`config.mk`:
```
export PLATFORM = sky130hd
export DESIGN_NAME = access_log_to_delimited_core
export DESIGN_NICKNAME = d
export VERILOG_FILES = /design/src/sv/ald_pkg.sv /design/src/sv/ald_queue.sv /design/src/sv/ald_front.sv /design/src/sv/ald_back.sv /design/src/sv/access_log_to_delimited_core.sv
export SDC_FILE = /design/constraint.sdc
export NUM_CORES = 1
export LEC_CHECK = 0
export ABC_AREA = 0
export ABC_CLOCK_PERIOD_IN_PS = 5400
export BUFFER_PORTS_ARGS = -buffer_cell sky130_fd_sc_hd__buf_4
export CORE_ASPECT_RATIO = 2
export CORE_MARGIN = 4
export CORE_UTILIZATION = 40
export DETAILED_ROUTE_END_ITERATION = 10
export SLEW_MARGIN = 20
export SYNTH_ARGS = -nofsm -noshare
export SYNTH_HDL_FRONTEND = slang
export SYNTH_HIERARCHICAL = 1
export SYNTH_SLANG_ARGS = --single-unit
```
`constraint.sdc`:
```
create_clock -name i_clk -period 5.4 [get_ports i_clk]
set_clock_uncertainty 0.15 [all_clocks]
set_input_delay 1.08 -clock i_clk [delete_from_list [all_inputs] [get_ports i_clk]]
set_output_delay 1.08 -clock i_clk [all_outputs]
set_load 0.005 [all_outputs]
```
`src/sv/ald_pkg.sv`:
```
// Shared types and constants for the access log to delimited text converter.
package ald_pkg;

    localparam int unsigned ALD_QUEUE_DEPTH = 4;

    localparam logic [4:0] ALD_DATE_CAPTURE = 5'd20;
    localparam logic [4:0] ALD_DATE_WINDOW  = 5'd26;

    localparam logic [7:0] CHR_NEWLINE   = 8'd10;
    localparam logic [7:0] CHR_SPACE     = 8'h20;
    localparam logic [7:0] CHR_QUOTE     = 8'h22;
    localparam logic [7:0] CHR_BACKSLASH = 8'd92;
    localparam logic [7:0] CHR_LBRACKET  = 8'h5b;
    localparam logic [7:0] CHR_RBRACKET  = 8'h5d;
    localparam logic [7:0] CHR_BAR       = 8'h7c;
    localparam logic [7:0] CHR_DOT       = 8'h2e;
    localparam logic [7:0] CHR_SLASH     = 8'h2f;
    localparam logic [7:0] CHR_COLON     = 8'h3a;

    typedef struct packed {
        logic [7:0] in_byte;
        logic       end_of_input;
    } t_in_item;

    typedef struct packed {
        logic [7:0] out_byte;
        logic       run_last;
    } t_out_item;

    typedef enum logic [1:0] {
        KIND_NONE,
        KIND_BYTE,
        KIND_PIPE,
        KIND_DATE
    } t_kind;

    typedef struct packed {
        logic             prefix_bs;
        t_kind            kind;
        logic [7:0]       data;
        logic [11:0][3:0] digits;
    } t_cmd;

endpackage

```
`src/sv/ald_queue.sv`:
```
// Short command queue between the classifying front end and the output back end.
module ald_queue
    import ald_pkg::*;
#(
    parameter int unsigned DEPTH = ALD_QUEUE_DEPTH
) (
    input  logic i_clk,
    input  logic i_rst_n,
    input  logic i_push,
    input  t_cmd i_cmd,
    input  logic i_pop,
    output t_cmd o_head,
    output logic o_full,
    output logic o_empty
);

    localparam int unsigned PW = (DEPTH > 1) ? $clog2(DEPTH) : 1;
    localparam int unsigned CW = $clog2(DEPTH + 1);
    localparam logic [PW-1:0] LAST_SLOT = PW'(DEPTH - 1);
    localparam logic [CW-1:0] FULL_COUNT = CW'(DEPTH);

    t_cmd          r_slot [DEPTH];
    logic [PW-1:0] r_wr_ptr;
    logic [PW-1:0] n_wr_ptr;
    logic [PW-1:0] r_rd_ptr;
    logic [PW-1:0] n_rd_ptr;
    logic [CW-1:0] r_count;
    logic [CW-1:0] n_count;

    assign o_full  = (r_count == FULL_COUNT);
    assign o_empty = (r_count == '0);
    assign o_head  = r_slot[r_rd_ptr];

    always_comb begin
        n_wr_ptr = r_wr_ptr;
        n_rd_ptr = r_rd_ptr;
        n_count  = r_count;
        if (i_push) begin
            n_wr_ptr = (r_wr_ptr == LAST_SLOT) ? '0 : r_wr_ptr + 1'b1;
        end
        if (i_pop) begin
            n_rd_ptr = (r_rd_ptr == LAST_SLOT) ? '0 : r_rd_ptr + 1'b1;
        end
        if (i_push && !i_pop) begin
            n_count = r_count + 1'b1;
        end else if (!i_push && i_pop) begin
            n_count = r_count - 1'b1;
        end
    end

    always_ff @(posedge i_clk) begin
        if (!i_rst_n) begin
            r_wr_ptr <= '0;
            r_rd_ptr <= '0;
            r_count  <= '0;
        end else begin
            r_wr_ptr <= n_wr_ptr;
            r_rd_ptr <= n_rd_ptr;
            r_count  <= n_count;
        end
    end

    always_ff @(posedge i_clk) begin
        if (i_push) begin
            r_slot[r_wr_ptr] <= i_cmd;
        end
    end

endmodule

```
`src/sv/ald_front.sv`:
```
// Front end: accepts log bytes, tracks line state and issues output commands.
module ald_front
    import ald_pkg::*;
(
    input  logic        i_clk,
    input  logic        i_rst_n,
    input  logic        i_in_valid,
    input  t_in_item    i_in_item,
    output logic        o_in_stall,
    input  logic        i_cfg_wr_en,
    input  logic [31:0] i_cfg_data,
    input  logic        i_q_full,
    output logic        o_push,
    output t_cmd        o_cmd
);

    localparam logic [23:0] MONTH_NAME [12] = '{
        "Jan", "Feb", "Mar", "Apr", "May", "Jun",
        "Jul", "Aug", "Sep", "Oct", "Nov", "Dec"
    };

    function automatic logic is_digit(input logic [7:0] c);
        is_digit = (c >= 8'h30) && (c <= 8'h39);
    endfunction

    function automatic logic [7:0] two_digits(input logic [7:0] a, input logic [7:0] b);
        if (!is_digit(a)) begin
            two_digits = 8'h00;
        end else if (!is_digit(b)) begin
            two_digits = {4'd0, a[3:0]};
        end else begin
            two_digits = {a[3:0], b[3:0]};
        end
    endfunction

    function automatic logic [7:0] year_digits(input logic [7:0] y0, input logic [7:0] y1,
                                               input logic [7:0] y2, input logic [7:0] y3);
        if (!is_digit(y0)) begin
            year_digits = 8'h00;
        end else if (!is_digit(y1)) begin
            year_digits = {4'd0, y0[3:0]};
        end else if (!is_digit(y2)) begin
            year_digits = {y0[3:0], y1[3:0]};
        end else if (!is_digit(y3)) begin
            year_digits = {y1[3:0], y2[3:0]};
        end else begin
            year_digits = {y2[3:0], y3[3:0]};
        end
    endfunction

    function automatic logic [7:0] month_digits(input logic [23:0] name);
        month_digits = 8'h00;
        for (int m = 0; m < 12; m++) begin
            if (name == MONTH_NAME[m]) begin
                month_digits = (m < 9) ? {4'd0, 4'(m + 1)} : {4'd1, 4'(m - 9)};
            end
        end
    endfunction

    logic [31:0] r_start_line;
    logic [31:0] r_lines_done;
    logic [31:0] n_lines_done;
    logic        r_in_quote;
    logic        n_in_quote;
    logic        r_in_bracket;
    logic        n_in_bracket;
    logic        r_held_bs;
    logic        n_held_bs;
    logic [4:0]  r_date_pos;
    logic [4:0]  n_date_pos;
    logic [7:0]  r_date [20];

    logic        accept;
    logic        drop_line;
    logic [4:0]  pos;
    logic [7:0]  b;
    logic        nl;
    logic        capture;
    logic [7:0]  month_bcd;
    logic [7:0]  day_bcd;
    logic [7:0]  year_bcd;
    logic [7:0]  hour_bcd;
    logic [7:0]  min_bcd;
    logic [7:0]  sec_bcd;

    assign o_in_stall = i_q_full;
    assign accept     = i_in_valid && !i_q_full;
    assign b          = i_in_item.in_byte;
    assign nl         = (b == CHR_NEWLINE);
    assign drop_line  = ({1'b0, r_lines_done} + 33'd1) < {1'b0, r_start_line};
    assign pos        = (r_date_pos > ALD_DATE_WINDOW) ? 5'd0 : r_date_pos;
    assign capture    = accept && !drop_line && (pos != 5'd0) && !nl
                        && (pos <= ALD_DATE_CAPTURE);

    assign month_bcd = month_digits({r_date[3], r_date[4], r_date[5]});
    assign day_bcd   = two_digits(r_date[0], r_date[1]);
    assign year_bcd  = year_digits(r_date[7], r_date[8], r_date[9], r_date[10]);
    assign hour_bcd  = two_digits(r_date[12], r_date[13]);
    assign min_bcd   = two_digits(r_date[15], r_date[16]);
    assign sec_bcd   = two_digits(r_date[18], b);

    always_comb begin
        n_lines_done = r_lines_done;
        n_in_quote   = r_in_quote;
        n_in_bracket = r_in_bracket;
        n_held_bs    = r_held_bs;
        n_date_pos   = r_date_pos;
        o_push       = 1'b0;
        o_cmd        = '0;
        o_cmd.kind   = KIND_NONE;

        o_cmd.digits[0]  = month_bcd[7:4];
        o_cmd.digits[1]  = month_bcd[3:0];
        o_cmd.digits[2]  = day_bcd[7:4];
        o_cmd.digits[3]  = day_bcd[3:0];
        o_cmd.digits[4]  = year_bcd[7:4];
        o_cmd.digits[5]  = year_bcd[3:0];
        o_cmd.digits[6]  = hour_bcd[7:4];
        o_cmd.digits[7]  = hour_bcd[3:0];
        o_cmd.digits[8]  = min_bcd[7:4];
        o_cmd.digits[9]  = min_bcd[3:0];
        o_cmd.digits[10] = sec_bcd[7:4];
        o_cmd.digits[11] = sec_bcd[3:0];

        if (accept) begin
            if (drop_line) begin
                n_held_bs  = 1'b0;
                n_date_pos = 5'd0;
            end else if (pos != 5'd0) begin
                if (!nl) begin
                    if (pos == ALD_DATE_CAPTURE) begin
                        o_push     = 1'b1;
                        o_cmd.kind = KIND_DATE;
                    end
                    n_date_pos = (pos >= ALD_DATE_WINDOW) ? 5'd0 : pos + 5'd1;
                end
            end else begin
                n_held_bs       = 1'b0;
                o_cmd.prefix_bs = r_held_bs;
                o_cmd.data      = b;
                if (r_held_bs && (b == CHR_QUOTE)) begin
                    o_cmd.prefix_bs = 1'b0;
                    o_cmd.kind      = KIND_BYTE;
                    o_cmd.data      = CHR_DOT;
                end else if (b == CHR_QUOTE) begin
                    n_in_quote = !r_in_quote;
                end else if ((b == CHR_LBRACKET) && !r_in_quote) begin
                    n_in_bracket = 1'b1;
                    n_date_pos   = 5'd1;
                end else if ((b == CHR_RBRACKET) && !r_in_quote) begin
                    n_in_bracket = 1'b0;
                end else if (b == CHR_BACKSLASH) begin
                    if (i_in_item.end_of_input) begin
                        o_cmd.kind = KIND_BYTE;
                    end else begin
                        n_held_bs = 1'b1;
                    end
                end else if (b == CHR_SPACE) begin
                    o_cmd.kind = KIND_BYTE;
                    o_cmd.data = (r_in_quote || r_in_bracket) ? CHR_SPACE : CHR_BAR;
                end else if (b == CHR_BAR) begin
                    o_cmd.kind = KIND_PIPE;
                end else begin
                    o_cmd.kind = KIND_BYTE;
                end
                o_push = o_cmd.prefix_bs || (o_cmd.kind != KIND_NONE);
            end

            if (nl) begin
                n_in_quote   = 1'b0;
                n_in_bracket = 1'b0;
                n_held_bs    = 1'b0;
                n_date_pos   = 5'd0;
                n_lines_done = r_lines_done + 32'd1;
            end
        end
    end

    always_ff @(posedge i_clk) begin
        if (!i_rst_n) begin
            r_start_line <= '0;
            r_lines_done <= '0;
            r_in_quote   <= 1'b0;
            r_in_bracket <= 1'b0;
            r_held_bs    <= 1'b0;
            r_date_pos   <= '0;
        end else begin
            if (i_cfg_wr_en) begin
                r_start_line <= i_cfg_data;
            end
            r_lines_done <= n_lines_done;
            r_in_quote   <= n_in_quote;
            r_in_bracket <= n_in_bracket;
            r_held_bs    <= n_held_bs;
            r_date_pos   <= n_date_pos;
        end
    end

    always_ff @(posedge i_clk) begin
        if (capture) begin
            r_date[pos - 5'd1] <= b;
        end
    end

endmodule

```
`src/sv/ald_back.sv`:
```
// Back end: expands queued commands into output bytes through an output register.
module ald_back
    import ald_pkg::*;
(
    input  logic      i_clk,
    input  logic      i_rst_n,
    input  t_cmd      i_head,
    input  logic      i_q_empty,
    output logic      o_pop,
    output logic      o_out_valid,
    output t_out_item o_out_item,
    input  logic      i_out_stall
);

    localparam logic [7:0] PIPE_TEXT [8] = '{"*", "*", "P", "I", "P", "E", "*", "*"};

    t_out_item  r_out_item;
    logic       r_out_valid;
    logic [4:0] r_idx;
    logic [4:0] body_j;
    logic       load;
    logic [7:0] gen_byte;
    logic       gen_last;
    logic [7:0] date_char;
    logic [3:0] digit_sel;
    logic       is_digit_pos;

    assign o_out_valid = r_out_valid;
    assign o_out_item  = r_out_item;
    assign load        = !i_q_empty && (!r_out_valid || !i_out_stall);
    assign o_pop       = load && gen_last;
    assign body_j      = r_idx - {4'd0, i_head.prefix_bs};

    always_comb begin
        is_digit_pos = 1'b1;
        digit_sel    = 4'd0;
        date_char    = CHR_SLASH;
        case (body_j)
            5'd0:  digit_sel = 4'd0;
            5'd1:  digit_sel = 4'd1;
            5'd3:  digit_sel = 4'd2;
            5'd4:  digit_sel = 4'd3;
            5'd6:  digit_sel = 4'd4;
            5'd7:  digit_sel = 4'd5;
            5'd9:  digit_sel = 4'd6;
            5'd10: digit_sel = 4'd7;
            5'd12: digit_sel = 4'd8;
            5'd13: digit_sel = 4'd9;
            5'd15: digit_sel = 4'd10;
            5'd16: digit_sel = 4'd11;
            5'd8: begin
                is_digit_pos = 1'b0;
                date_char    = CHR_BAR;
            end
            5'd11, 5'd14: begin
                is_digit_pos = 1'b0;
                date_char    = CHR_COLON;
            end
            default: is_digit_pos = 1'b0;
        endcase
        if (is_digit_pos) begin
            date_char = {4'h3, i_head.digits[digit_sel]};
        end
    end

    always_comb begin
        if (i_head.prefix_bs && (r_idx == 5'd0)) begin
            gen_byte = CHR_BACKSLASH;
            gen_last = (i_head.kind == KIND_NONE);
        end else begin
            case (i_head.kind)
                KIND_PIPE: begin
                    gen_byte = PIPE_TEXT[body_j[2:0]];
                    gen_last = (body_j == 5'd7);
                end
                KIND_DATE: begin
                    gen_byte = date_char;
                    gen_last = (body_j == 5'd16);
                end
                default: begin
                    gen_byte = i_head.data;
                    gen_last = 1'b1;
                end
            endcase
        end
    end

    always_ff @(posedge i_clk) begin
        if (!i_rst_n) begin
            r_out_valid <= 1'b0;
            r_idx       <= '0;
        end else begin
            if (load) begin
                r_out_valid <= 1'b1;
                r_idx       <= gen_last ? 5'd0 : r_idx + 5'd1;
            end else if (!i_out_stall) begin
                r_out_valid <= 1'b0;
            end
        end
    end

    always_ff @(posedge i_clk) begin
        if (load) begin
            r_out_item.out_byte <= gen_byte;
            r_out_item.run_last <= gen_last;
        end
    end

endmodule

```
`src/sv/access_log_to_delimited_core.sv`:
```
// Top level of the access log to pipe-delimited text converter.
// The input channel carries one log byte per transaction with a flag on the final byte;
// a transaction completes on a clock edge where i_in_valid is high and o_in_stall is low.
// The output channel carries one converted byte per transaction, with run_last set on
// the last byte caused by each input byte; the receiver holds it with i_out_stall.
// The user writes the start line register through i_cfg_wr_en and i_cfg_data only
// while idle; the block itself does not enforce it. The front end classifies each byte
// in the cycle it arrives and places an output command in a queue of QUEUE_DEPTH
// entries; the back end expands each command into one to seventeen bytes, one per
// cycle while the receiver does not stall, into a registered output. An accepted
// byte's command is written into a queue slot before its first output byte is registered.
// One input byte is taken every cycle while each produces at most one output byte and
// the receiver does not stall; the back end's one byte per cycle sets the rate, and
// o_in_stall rises only when the queue is full.
// Input bytes that cause no output, such as dropped lines and date bytes, take no queue
// slot. When the receiver stalls, the output byte holds and the queue fills up.
// Reset clears all line state, the line count and the start line; no output is pending.
module access_log_to_delimited_core
    import ald_pkg::*;
#(
    parameter int unsigned QUEUE_DEPTH = ALD_QUEUE_DEPTH
) (
    input  logic        i_clk,
    input  logic        i_rst_n,
    input  logic        i_in_valid,
    input  t_in_item    i_in_item,
    output logic        o_in_stall,
    output logic        o_out_valid,
    output t_out_item   o_out_item,
    input  logic        i_out_stall,
    input  logic        i_cfg_wr_en,
    input  logic [31:0] i_cfg_data
);

    logic push;
    logic pop;
    logic q_full;
    logic q_empty;
    t_cmd cmd;
    t_cmd head;

    ald_front u_front (
        .i_clk       (i_clk),
        .i_rst_n     (i_rst_n),
        .i_in_valid  (i_in_valid),
        .i_in_item   (i_in_item),
        .o_in_stall  (o_in_stall),
        .i_cfg_wr_en (i_cfg_wr_en),
        .i_cfg_data  (i_cfg_data),
        .i_q_full    (q_full),
        .o_push      (push),
        .o_cmd       (cmd)
    );

    ald_queue #(
        .DEPTH (QUEUE_DEPTH)
    ) u_queue (
        .i_clk   (i_clk),
        .i_rst_n (i_rst_n),
        .i_push  (push),
        .i_cmd   (cmd),
        .i_pop   (pop),
        .o_head  (head),
        .o_full  (q_full),
        .o_empty (q_empty)
    );

    ald_back u_back (
        .i_clk       (i_clk),
        .i_rst_n     (i_rst_n),
        .i_head      (head),
        .i_q_empty   (q_empty),
        .o_pop       (pop),
        .o_out_valid (o_out_valid),
        .o_out_item  (o_out_item),
        .i_out_stall (i_out_stall)
    );

endmodule
```
# Word level (Yosys, flattened, before mapping)
# Memories as Yosys holds them, arrays and structs flattened. A register that Yosys moved wholly into a read port is not among the register bits.
# Index checks and enable logic that the tools add are counted.
dict set report op_classes {
  bitwise 1
  n_eq_ne 47
  n_lt_le_gt_ge 30
  n_reduce_logical 54
  n_div 0
  n_mux 107
  n_addsub 10
  mul 0
  shifts 0
}
# op n
set ops {}
lappend ops {{24-bit by 23-bit equality test with 1-bit output (second input constant)} 12}
lappend ops {{8-bit 2-to-1 mux} 17}
lappend ops {{8-bit by 6-bit greater-or-equal comparator with 1-bit output (second input constant)} 12}
lappend ops {{8-bit by 6-bit <= comparator with 1-bit output (second input constant)} 12}
lappend ops {{10-bit 2-to-1 mux} 7}
lappend ops {{5-bit 2-to-1 mux} 12}
lappend ops {{4-bit one-hot mux with 11 select lines} 1}
lappend ops {{1-bit 2-to-1 mux} 41}
lappend ops {{5-bit by 4-bit equality test with 1-bit output (second input constant)} 8}
lappend ops {{32-bit by 1-bit adder with 33-bit output (second input constant)} 1}
lappend ops {{33-bit by 32-bit less-than comparator with 1-bit output} 1}
lappend ops {{32-bit by 1-bit adder with 32-bit output (second input constant)} 1}
lappend ops {{8-bit by 7-bit equality test with 1-bit output (second input constant)} 4}
lappend ops {{1-bit logical AND} 25}
lappend ops {{2-bit 2-to-1 mux} 12}
lappend ops {{11-bit 2-to-1 mux} 2}
lappend ops {{3-bit 2-to-1 mux} 6}
lappend ops {{4-bit binary-select mux with 4-bit select} 1}
lappend ops {{8-bit by 6-bit equality test with 1-bit output (second input constant)} 2}
lappend ops {{8-bit one-hot mux with 2 select lines} 1}
lappend ops {{5-bit by 3-bit equality test with 1-bit output (second input constant)} 3}
lappend ops {{7-bit 2-to-1 mux} 2}
lappend ops {{7-bit one-hot mux with 2 select lines} 1}
lappend ops {{4-bit 2-to-1 mux} 3}
lappend ops {{38 further kinds} 62}
dict set report word_totals {
  memories 3
  latchBits 0
  in_bits 46
  output_inout_bits 11
  mem_bits_ro 64
  ram_bits 384
  wordCells 265
  reg_bits 94
}
# name depth word_bits rd rd_ports_with_merged_regs wr line_no
set mem_list {}
lappend mem_list {u_queue.r_slot 4 56 1 1 1 ald_queue.sv:22} ;# t_cmd r_slot [DEPTH];
lappend mem_list {u_front.r_date 20 8 14 0 1 ald_front.sv:71} ;# logic [7:0] r_date [20];
lappend mem_list {{(no name shown)} 8 8 1 0 0 ald_back.sv:73} ;# gen_byte = PIPE_TEXT[body_j[2:0]];

# Longest topological paths before layout
dict set report depth {
  depth_word 20
  mapped_depth 23
  mapped_depth_nobuf 22
}

# Modules after synthesis
# The synthesis kept the hierarchy.
# mod area_each_um2 seq_area_each_um2 instances cells_each
set by_module_without_submodules {}
lappend by_module_without_submodules {ald_front 9501.6 4804.6 1 918}
lappend by_module_without_submodules {ald_queue 8984.9 7267.0 1 353}
lappend by_module_without_submodules {ald_back 2085.8 390.4 1 265}

# Worst setup path after synthesis
# OpenSTA, ideal clock, no wires.
dict set report synth_timing {
  kind {reg-to-reg}
  start {register u_front.r_lines_done[4]}
  end {memory u_queue/r_slot[0][0] (netlist bit), enable pin}
  slack_ns -0.121
  required_ns 4.827
  n_path_buf 0
  path_stages_with_launch 18
  period_less_slack_ns 5.521
  setup_ns 0.423
  arrival_time_ns 4.948
  path_cell_list {dfxtp_1 > and3_1 > nand4_1 > nor3_1 > and3_1 > and2_1 > nand3_1 > xnor2_1 > ha_1 > nand3_1 > nor3_1 > inv_1 > a211oi_1 > a311oi_1 > a21oi_1 > a21boi_0 > o31a_1 > and2_1}
}
dict set report synth_between {
  elab_chain_len 6
}
# element line_no
set synth_lines {}
lappend synth_lines {{start, declared} ald_front.sv:61} ;# logic [31:0] r_lines_done;
lappend synth_lines {{start signal, assigned} ald_front.sv:191} ;# r_lines_done <= n_lines_done;
lappend synth_lines {{32-bit by 1-bit adder with 33-bit output} ald_front.sv:90} ;# assign drop_line = ({1'b0, r_lines_done} + 33'd1) < {1'b0, r_start_line};
lappend synth_lines {{33-bit by 32-bit less-than comparator with 1-bit output} ald_front.sv:90}
lappend synth_lines {{1-bit 2-to-1 mux} ald_front.sv:126} ;# if (drop_line) begin
lappend synth_lines {{1-bit 2-to-1 mux} ald_front.sv:125} ;# if (accept) begin
lappend synth_lines {{net push} access_log_to_delimited_core.sv:35} ;# logic push;
lappend synth_lines {{1-bit 2-to-1 mux} ald_queue.sv:64} ;# if (i_push) begin
lappend synth_lines {{1-bit 2-to-1 mux (not written as such)} ald_queue.sv:65} ;# r_slot[r_wr_ptr] <= i_cmd;
lappend synth_lines {{end, declared} ald_queue.sv:22}
# The timed path passes the listed nets, and every way through them passes these cells.

# Worst setup path in the final report
dict set report layout_timing {
  start {register u_front.r_lines_done[1]}
  end {register u_queue.r_count[2]}
}
dict set report layout_between {
  elab_chain_len 7
  elab_cells_between_ends 9
  cone_classes {add/sub (1); order compare (1); mux (3); reduce/logical (4)}
}
# element line_no
set layout_lines {}
lappend layout_lines {{32-bit by 1-bit adder with 33-bit output (*)} ald_front.sv:90}
lappend layout_lines {{33-bit by 32-bit less-than comparator with 1-bit output (*)} ald_front.sv:90}
lappend layout_lines {{1-bit 2-to-1 mux (*)} ald_front.sv:126}
lappend layout_lines {{1-bit 2-to-1 mux (*)} ald_front.sv:125}
lappend layout_lines {{net push} access_log_to_delimited_core.sv:35}
lappend layout_lines {{1-bit logical NOT} ald_queue.sv:46} ;# end else if (!i_push && i_pop) begin
lappend layout_lines {{1-bit logical AND} ald_queue.sv:46}
lappend layout_lines {{2-bit nonzero test (no line)} --}
lappend layout_lines {{end signal, assigned} ald_queue.sv:59} ;# r_count <= n_count;
lappend layout_lines {{end, declared} ald_queue.sv:27} ;# logic [CW-1:0] r_count;
# The timed path passes the listed nets; every way through them passes the cells marked *.
# A chain may end at the register's enable or synchronous reset.

==> results.py <==
metrics = {
    "cts": {
        "clk_latency_ns": 0.55,
        "ctsHtreeMaxLevel": 2,
        "cts_sinks": 444,
        "cts_tree": "done",
        "cts_buffer_depth": 3,
        "ctsHoldBuffers": 0,
        "cts_inserted_buffers": 40,
        "clk_pin_slew_ns": 0.07,
        "root_buffer": "clkbuf_16",
    },
    "pwr": {
        "p_leak_nw": 8.35,
        "switching_share_pct": 23.0,
        "switchingPower_mw": 1.70,
        "combPwrFrac_pct": 10.3,
        "p_int_mw": 5.70,
        "seqPwrFrac_pct": 50.7,
        "power.density_nw_per_um2": 318,
        "vdd_drop_max_uv": 260,
        "clock_power_share_pct": 39.0,
    },
    "synth": {
        "synth_edf_count": 357,
        "syn_area_um2": 20600,
        "avgSynthCellArea_um2": 13.4,
        "yosys.area.top_type": "edfxtp_1",
        "synth_ff_type": "edfxtp_1",
        "async_flop_share_pct": 0,
        "yosysWarnings": 6,
        "synth.top_cells.by_area": "edfxtp_1, dfxtp_1, mux4_2",
        "ys_ff_latch": 444,
        "ys_seq_area_share_pct": 60.6,
        "synth_top_area_share_pct": 52.1,
        "synthCells": 1536,
        "ys_types": 89,
    },
    "worst_setup_path": {
        "cp_num_buf_inv": 3,
        "cp_data_required_time_ns": 5.73,
        "crit_type": "flop to flop",
        "cp-end-kind": "flop",
        "critPathTopFamily": "simple AND/OR/NAND/NOR gates",
        "cp.depth": 23,
        "crit_fanout": 4,
        "path_cells": "and3_1 > nand4_1 > nor3_2 > and3_1 > and2_4 > nand3_1 > xnor2_1 > ha_1 > nand3_1 > nor3_2 > buf_4 > inv_1 > a211oi_1 > a311oi_1 > a21oi_1 > a21boi_2 > o31a_1 > ha_1 > inv_1 > fa_1 > xor2_1 > or3_1 > a21boi_0",
        "cpMaxStageDelayCell": "dfxtp_1",
        "reg2reg_depth": 23,
        "slowest_delay_ns": 0.38,
        "crit_arrival_ns": 5.42,
        "critPathLaunchType": "flop",
    },
    "placement": {
        "place_congestion": 0.947,
        "dpl_cell_area_um2": 21900,
        "dp_hpwl_um": 33500,
        "place_ws_ns": 0.0276,
        "io_buffers": 56,
    },
    "timing": {
        "hold_viol": 0,
        "min_period_ns": 5.10,
        "worst_slack_ns": 0.301,
        "setup_tns_ns": 0,
        "finalSetupViolCount": 0,
        "fmax_mhz": 196,
        "relSlewSlack_pct": 37.0,
        "period_share_pct": 94.4,
        "worstMarginPinSlew_ns": 0.943,
        "slew_viol_final": 0,
    },
    "final_layout": {
        "final_cell_mix": "edfxtp_1, nor2_1, buf_4",
        "fill_cells": 4536,
        "utilization_pct": 45.7,
        "drive_above_1_share_pct": 16.8,
        "antenna_cells": 0,
        "nets": 1722,
        "final_common_cell": "edfxtp_1",
        "final_area_um2": 23300,
        "syn2layout_area_growth_pct": 13.3,
    },
    "hold_path": {
        "hold_path.class": "flop to flop",
        "min_path_cells": 2,
    },
    "drt": {
        "totalWireLength_um": 47000,
        "vias": 12700,
        "wire_per_inst_um": 20.3,
        "drt_iter0_markers": 705,
        "vias_per_cell": 5.48,
        "route.detailed.drc": 0,
        "first_pass_iters": 6,
        "drtAntennaViolNets": 0,
    },
    "global_routing": {
        "grt_pass1_vias": 13400,
        "track_usage_pct": 17.0,
        "antenna_found_initial": 0,
        "grt_max_degree": 85,
        "grt_pass1_wl_um": 73800,
        "grt_overflow_total": 0,
    },
    "floorplanning": {
        "coreArea_um2": 50900,
        "rows": 117,
        "die_w_um": 168,
        "initial_utilization_pct": 40.4,
        "die_h_um": 329,
        "ios": 57,
        "die-area_um2": 55300,
    },
    "flow_run": {
        "maxCapViolations": 0,
    },
    "status": {
        "status": "finished clean",
    },
}
worst paths after layout:
path / start / endpoint / slack, ns
max: u_front/r_lines_done[1]$_SDFFE_PN0P_ / u_queue/r_count[2]$_SDFFE_PN0P_ / 0.30
min: u_front/r_in_bracket$_SDFFE_PN0P_ / u_front/r_in_bracket$_SDFFE_PN0P_ / 0.33
max reg2reg: u_front/r_lines_done[1]$_SDFFE_PN0P_ / u_queue/r_count[2]$_SDFFE_PN0P_ / 0.30
min reg2reg: u_front/r_in_bracket$_SDFFE_PN0P_ / u_front/r_in_bracket$_SDFFE_PN0P_ / 0.33
cell type report:
type                       instances  area, um2  area share (%)
timing repair buffer             117        928            3.98
multi-input combinational        974       7580            32.5
sequential                       444      12500            53.5
clock inverter                    21        221           0.950
tap                              654        818            3.51
inverter                          51        191           0.822
clock buffer                      48       1090            4.69
Yosys cell counts (6+ instances only):
cell      number
edfxtp_1     357
nor2_1       118
nand2_1       90
dfxtp_1       87
mux2i_1       77
and2_1        60
mux4_2        59
xnor2_1       57
nor2b_1       55
inv_1         48
o21ai_0       48
ha_1          47
a21oi_1       42
nand4_1       40
nand3_1       32
clkbuf_1      30
nor3_1        30
and3_1        20
xor2_1        19
buf_4         14
a211oi_1      13
buf_2         13
and4_1         8
mux2_2         8
nand2b_1       8
nor3b_1        8
or3_1          7
a21boi_0       6
a21o_1         6
a31oi_1        6
buf_1          6
nand3b_1       6
power groups by stage:
stage | logic [mW] | registers (mW) | clock network, mW
floorplan | 0.515 | 3.83 | 0
global placement | 0.767 | 3.83 | 0
detailed placement | 0.772 | 3.83 | 0
CTS | 0.775 | 3.75 | 2.98
global route | 0.836 | 3.76 | 3.11
finish | 0.766 | 3.75 | 2.89
flip-flops by register name (all words and copies together) (netlist names), 2 cells and up, named ones only:
name / count
u_front/r_start_line: 32
u_front/r_lines_done: 32
u_queue/r_count: 3
u_queue/r_rd_ptr: 2
u_back/o_out_item: 9
u_front/r_date_pos: 5
u_queue/r_wr_ptr: 2
u_back/r_idx: 5
u_front/r_date: 112
u_queue/r_slot: 236
worst min-delay path: stages, from the launching register on:
cell     delay, ns
dfxtp_1       0.32
nand2_1       0.06
mux2i_1       0.06
layer usage:
metal | share of wire, % | global-route usage [%] | up-vias
met5 | 0 | 0 | -
met4 | 5.2 | 8.65 | 0
met3 | 2.8 | 1.98 | 125
met2 | 58 | 34.4 | 287
met1 | 34 | 16.4 | 6304
li1 | - | - | 5941
logic make-up (layout without fill, tap and decap cells):
| logic type | after synthesis | after routing | share of synthesized area [%] |
|---|---|---|---|
| AOI/OAI and AO/OA | 190 | 190 | 6.27 |
| xor gates and xnor gates | 76 | 76 | 3.24 |
| adders and majority gates | 48 | 48 | 2.96 |
| buffers and inverters | 120 | 237 | 2.87 |
| DFF | 444 | 444 | 60.6 |
| muxes | 147 | 147 | 10.8 |
| other | 1 | 3 | 0.0182 |
| and+or+nand+nor | 510 | 510 | 13.2 |
per-stage QoR:
stage | hold slack, ns | instances | power (mW)
4_1_cts | 0.335 | 2307 | 7.51
3_5_place_dp | 0.324 | 2238 | 4.60
5_1_grt | 0.367 | 2309 | 7.71
6_report | 0.332 | 2309 | 7.40
3_3_place_gp | 0.313 | 2238 | 4.59
2_1_floorplan | 0.288 | 1538 | 4.34
what timing repair did:
action | CTS | global route
buffers inserted | 0 | 2
gates resized for setup | 1 | 9
pin swaps | 0 | 3
setup endpoints to repair | 1 | 238
Power figures use the tool's default switching activity.
